**config.mk**
```make
export PLATFORM = sky130hd
export DESIGN_NAME = clsr_ctrl
export DESIGN_NICKNAME = d
export VERILOG_FILES = /design/src/clsr_pkg.sv /design/src/clsr_ctrl.sv
export SDC_FILE = /design/constraint.sdc
export NUM_CORES = 1
export LEC_CHECK = 0
export BUFFER_PORTS_ARGS = -buffer_cell sky130_fd_sc_hd__buf_2
export CAP_MARGIN = 20
export CORE_AREA = 2 2 39 41
export CTS_BUF_LIST = sky130_fd_sc_hd__clkbuf_8
export DETAILED_ROUTE_END_ITERATION = 6
export DIE_AREA = 0 0 41 43
export GPL_TIMING_DRIVEN = 0
export PLACE_DENSITY = 0.55
export SLEW_MARGIN = 20
export SYNTH_ARGS = -nofsm -noshare
export SYNTH_HDL_FRONTEND = slang
export SYNTH_SLANG_ARGS = --single-unit
```
**constraint.sdc**
```tcl
create_clock -name i_clk -period 2.75 [get_ports i_clk]
set_clock_uncertainty 0.2 [all_clocks]
set_input_delay 0.4125 -clock i_clk [delete_from_list [all_inputs] [get_ports i_clk]]
set_output_delay 0.4125 -clock i_clk [all_outputs]
set_load 0.005 [all_outputs]
```
**src/clsr_pkg.sv**
```systemverilog
// Shared types and constants of the combined LCG shuffle generator.
// No dependencies; imported by every RTL module of the block but clsr_ram.
package clsr_pkg;

    localparam int TABLE_DEPTH_DEFAULT = 32;

    localparam int VAL_W       = 31;
    localparam int PROD_W      = 2 * VAL_W;
    localparam int LCG_HI_W    = 16;
    localparam int FOLD_C_W    = 8;
    localparam int SC_W        = 39;
    localparam int IN_TDATA_W  = 32;
    localparam int IN_TUSER_W  = 1;
    localparam int OUT_TDATA_W = 64;
    localparam int APB_ADDR_W  = 3;
    localparam int APB_DATA_W  = 32;

    // Moduli are 2^31 - C, so a product folds as lo + hi * C.
    localparam logic [31:0]         M1        = 32'd2147483563;
    localparam logic [31:0]         M2        = 32'd2147483399;
    localparam logic [31:0]         MM1       = 32'd2147483562;
    localparam logic [FOLD_C_W-1:0] FOLD_C1   = 8'd85;
    localparam logic [FOLD_C_W-1:0] FOLD_C2   = 8'd249;
    localparam logic [VAL_W-1:0]    LCG_A1    = 31'd40014;
    localparam logic [VAL_W-1:0]    LCG_A2    = 31'd40692;
    localparam logic [VAL_W-1:0]    SCALE_CAP = 31'd2147483305;

    localparam logic CMD_RESEED = 1'b0;
    localparam logic CMD_DRAW   = 1'b1;

    // word index of the seed register
    localparam logic [APB_ADDR_W-3:0] REG_SEED = '0;

    typedef enum logic [1:0] {
        MUL_NONE,
        MUL_FIRST,
        MUL_SECOND,
        MUL_SCALE
    } t_mul_op;

    typedef enum logic [3:0] {
        S_IDLE,
        S_WARM_MUL,
        S_WARM_FOLD,
        S_D_SECOND,
        S_D_READ,
        S_D_UPDATE,
        S_D_SCALE,
        S_D_FOLD1,
        S_D_FOLD2,
        S_DONE
    } t_state;

    typedef struct packed {
        logic    in_load;
        logic    seed_load;
        t_mul_op mul_op;
        logic    warm_wr;
        logic    ram_rd;
        logic    upd;
        logic    out_load;
    } t_dp_cmd;

    typedef struct packed {
        logic cnt_zero;
    } t_dp_status;

endpackage

```
**src/clsr_ctrl.sv**
```systemverilog
// Controller: sequences reseed warm-up and draw steps, owns the handshakes.
// Depends on clsr_pkg.
module clsr_ctrl (
    input  logic                 i_clk,
    input  logic                 i_rst_n,
    input  logic                 i_in_valid,
    input  logic                 i_in_kind,
    output logic                 o_in_ready,
    output logic                 o_out_valid,
    input  logic                 i_out_ready,
    output clsr_pkg::t_dp_cmd    o_cmd,
    input  clsr_pkg::t_dp_status i_status
);
    import clsr_pkg::*;

    t_state r_state, n_state;
    logic   r_out_valid, n_out_valid;
    logic   w_accept;
    logic   w_out_free;

    assign w_accept   = i_in_valid && (r_state == S_IDLE);
    assign w_out_free = !r_out_valid || i_out_ready;

    always_comb begin
        n_state = r_state;
        case (r_state)
            S_IDLE: begin
                if (w_accept) begin
                    n_state = (i_in_kind == CMD_DRAW) ? S_D_SECOND : S_WARM_MUL;
                end
            end
            S_WARM_MUL:  n_state = S_WARM_FOLD;
            S_WARM_FOLD: n_state = i_status.cnt_zero ? S_DONE : S_WARM_MUL;
            S_D_SECOND:  n_state = S_D_READ;
            S_D_READ:    n_state = S_D_UPDATE;
            S_D_UPDATE:  n_state = S_D_SCALE;
            S_D_SCALE:   n_state = S_D_FOLD1;
            S_D_FOLD1:   n_state = S_D_FOLD2;
            S_D_FOLD2:   n_state = S_DONE;
            S_DONE: begin
                if (w_out_free) begin
                    n_state = S_IDLE;
                end
            end
            default:     n_state = S_IDLE;
        endcase
    end

    always_comb begin
        o_cmd = '0;
        o_cmd.mul_op = MUL_NONE;
        case (r_state)
            S_IDLE: begin
                if (w_accept) begin
                    o_cmd.in_load = 1'b1;
                    if (i_in_kind == CMD_DRAW) begin
                        o_cmd.mul_op = MUL_FIRST;
                    end else begin
                        o_cmd.seed_load = 1'b1;
                    end
                end
            end
            S_WARM_MUL:  o_cmd.mul_op = MUL_FIRST;
            S_WARM_FOLD: o_cmd.warm_wr = 1'b1;
            S_D_SECOND:  o_cmd.mul_op = MUL_SECOND;
            S_D_READ:    o_cmd.ram_rd = 1'b1;
            S_D_UPDATE:  o_cmd.upd = 1'b1;
            S_D_SCALE:   o_cmd.mul_op = MUL_SCALE;
            S_DONE:      o_cmd.out_load = w_out_free;
            default: ;
        endcase
    end

    assign n_out_valid = o_cmd.out_load || (r_out_valid && !i_out_ready);

    always_ff @(posedge i_clk) begin
        if (!i_rst_n) begin
            r_state     <= S_IDLE;
            r_out_valid <= 1'b0;
        end else begin
            r_state     <= n_state;
            r_out_valid <= n_out_valid;
        end
    end

    assign o_in_ready  = (r_state == S_IDLE);
    assign o_out_valid = r_out_valid;

endmodule

```
==> results.json <==
{
  "status": "finished, final reports clean",
  "rsz0062_at_grt": "no",
  "maxSlewHeadroom": 0.8200,
  "die_h_microns": 43,
  "synth_seq_area_share": 0.2712,
  "grt_max_degree": 11,
  "clkSinkCount": 5,
  "grt_pass1_wl_microns": 1345,
  "syn-instance-count": 43,
  "synth_ff_type": "dfxtp_1",
  "place_congestion": 0.6691,
  "htreeDepth": 1,
  "synth-seq-cells": 5,
  "ys_warn_count": 0,
  "final_cells": 78,
  "syn_area_per_cell_sq_um": 8.584,
  "synth_nets": 49,
  "crit_path_end_kind": "output pin",
  "drive_gt1_frac": 0.3871,
  "clockRootBuffer": "clkbuf_8",
  "grt-ovfl-total": 0,
  "drcViolationCount": 0,
  "die_w_microns": 41,
  "synth_edf_count": 0,
  "vias_per_cell": 4.692,
  "post-route-period-util": 0.7040,
  "p_per_area_nw_per_um2": 599.6,
  "avgRoutedWirePerCell_microns": 10.99,
  "area_growth_pct": 37.97,
  "cp.arrival_ns": 1.32,
  "crit_required_ns": 2.14,
  "synth.area.top_cells": "dfxtp_1 (27%), buf_6 (6.1%), nor4_4 (5.8%)",
  "insertion_delay_ns": 0.22,
  "irDropWorstVdd_mv": 0.1583,
  "synth_async_sr_flop_share": 0,
  "leakage_nw": 0.2433,
  "cts_tree": "built",
  "antenna_found_initial": 0,
  "netlist_area_sq_um": 369.1,
  "cts_setup_buffers": 0,
  "max_freq_ghz": 0.5165,
  "cts_buffers": 3,
  "dr.pass1.iters": 4,
  "hold_viol": 0,
  "setup_tns_ns": 0,
  "worst_slew_pin_slew_ns": 0.2697,
  "core_sq_um": 1384,
  "row_count": 14,
  "fin_crit_ns": 1.936,
  "setup_violations": 0,
  "die_area_sq_um": 1763,
  "antenna_cells": 0,
  "synth_common_cells": "dfxtp_1 (5), a21oi_1 (4), nand2_1 (3), nor2_1 (3)",
  "cts_buffer_depth": 2,
  "clk_pin_slew_ns": 0.04,
  "cap_violations": 0,
  "cts_hold_buf": 0,
  "yosysTopAreaCell": "dfxtp_1",
  "cts_resized": 0,
  "critPathMaxFanout": 10,
  "ys_types": 28,
  "yosysMostFrequentCell": "dfxtp_1",
  "ios": 16,
  "hold_class": "in -> reg",
  "num-nets-final": 69,
  "grt_pass1_vias": 329,
  "postRouteAntennaNets": 0,
  "drt-initial-drc-count": 2,
  "vias": 366,
  "crit_type": "reg -> out",
  "yosys.area.top_type_share": 0.2712,
  "start_util": 0.2667,
  "slew_violations": 0,
  "placedCellCount": 74,
  "startpoint_type": "flop",
  "io_buffers": 15,
  "grtUsageTotal": 0.1216,
  "wl_microns": 857
}
cells by family after synthesis:
group / after synthesis / share of synthesized area
AND/OR/NAND/NOR: 22 / 0.4136
AO/OA/AOI/OAI: 9 / 0.1627
flip-flops: 5 / 0.2712
buffers and inverters: 5 / 0.1051
XOR/XNOR: 2 / 0.04747
flip-flops by register name, indices dropped and copies added, names as in the netlist:
name         cells
o_out_valid      1
r_state          4
worst max-delay path: stages, from the launching register on:
cell     delay (ns)
dfxtp_1        0.33
buf_2          0.19
nor2_1         0.21
nand2_1        0.07
a21oi_1        0.16
buf_2          0.13
worst paths after layout:
path / startpoint / to / slack, ns / depth (start not counted)
min: i_rst_n / r_state[3] / 0.25 / 2
min reg2reg: o_out_valid / o_out_valid / 0.35 / 2
max: r_state[2] / o_cmd[4] / 0.81 / 5
max reg2reg: r_state[2] / r_state[1] / 1.40 / 4
cell usage in the layout, fill, tap and decap left out, drive strengths merged, types with 2 or more instances in the layout:
master	instances
nand2b	2
clkbuf	3
dfxtp	5
nor3	2
nand2	3
nor4	2
inv	2
a21oi	4
buf	19
nor2	3
nand3b	2
cell type report:
class / instances / area (sq um)
fillers: 151 / 874.6
clock inverters: 1 / 3.754
plain buffers: 4 / 35.03
inverters: 1 / 3.754
clock buffers: 3 / 41.29
repair buffers: 15 / 75.07
flip-flops and latches: 5 / 100.1
well taps: 16 / 20.02
multi-input cells: 33 / 230.2
power breakdown:
| part | internal [mW] | total, mW | leakage [nW] | switching, mW |
|---|---|---|---|---|
| Combinational | 0.0453 | 0.0862 | 0.176 | 0.0409 |
| Clock | 0.0958 | 0.133 | 0.0269 | 0.0375 |
| Sequential | 0.0789 | 0.0858 | 0.0408 | 0.00691 |
routing by layer:
layer / wire, microns / share of wire / global-route usage / vias to the layer above
met5: 0 / 0 / 0 / -
met3: 69 / 0.081 / 0.03141 / 4
met2: 329 / 0.38 / 0.1563 / 16
met1: 422 / 0.49 / 0.1419 / 153
met4: 36 / 0.042 / 0.1400 / 0
li1: - / - / - / 193
through the flow:
stage               cell area (sq um)  worst slack [ns]  power (mW)  hold slack [ns]    util
floorplan                       369.1             1.119      0.1464           0.3074       -
global placement                464.2             1.072      0.1737           0.3199  0.3354
detailed placement              464.2             1.054      0.1738           0.3228  0.3354
CTS                             509.2            0.8092      0.3114           0.2525  0.3680
global route                    509.2            0.6843      0.3266           0.2649  0.3680
finish                          509.2            0.8139      0.3053           0.2535  0.3680
Note: power is estimated with default switching activity, not from simulation.
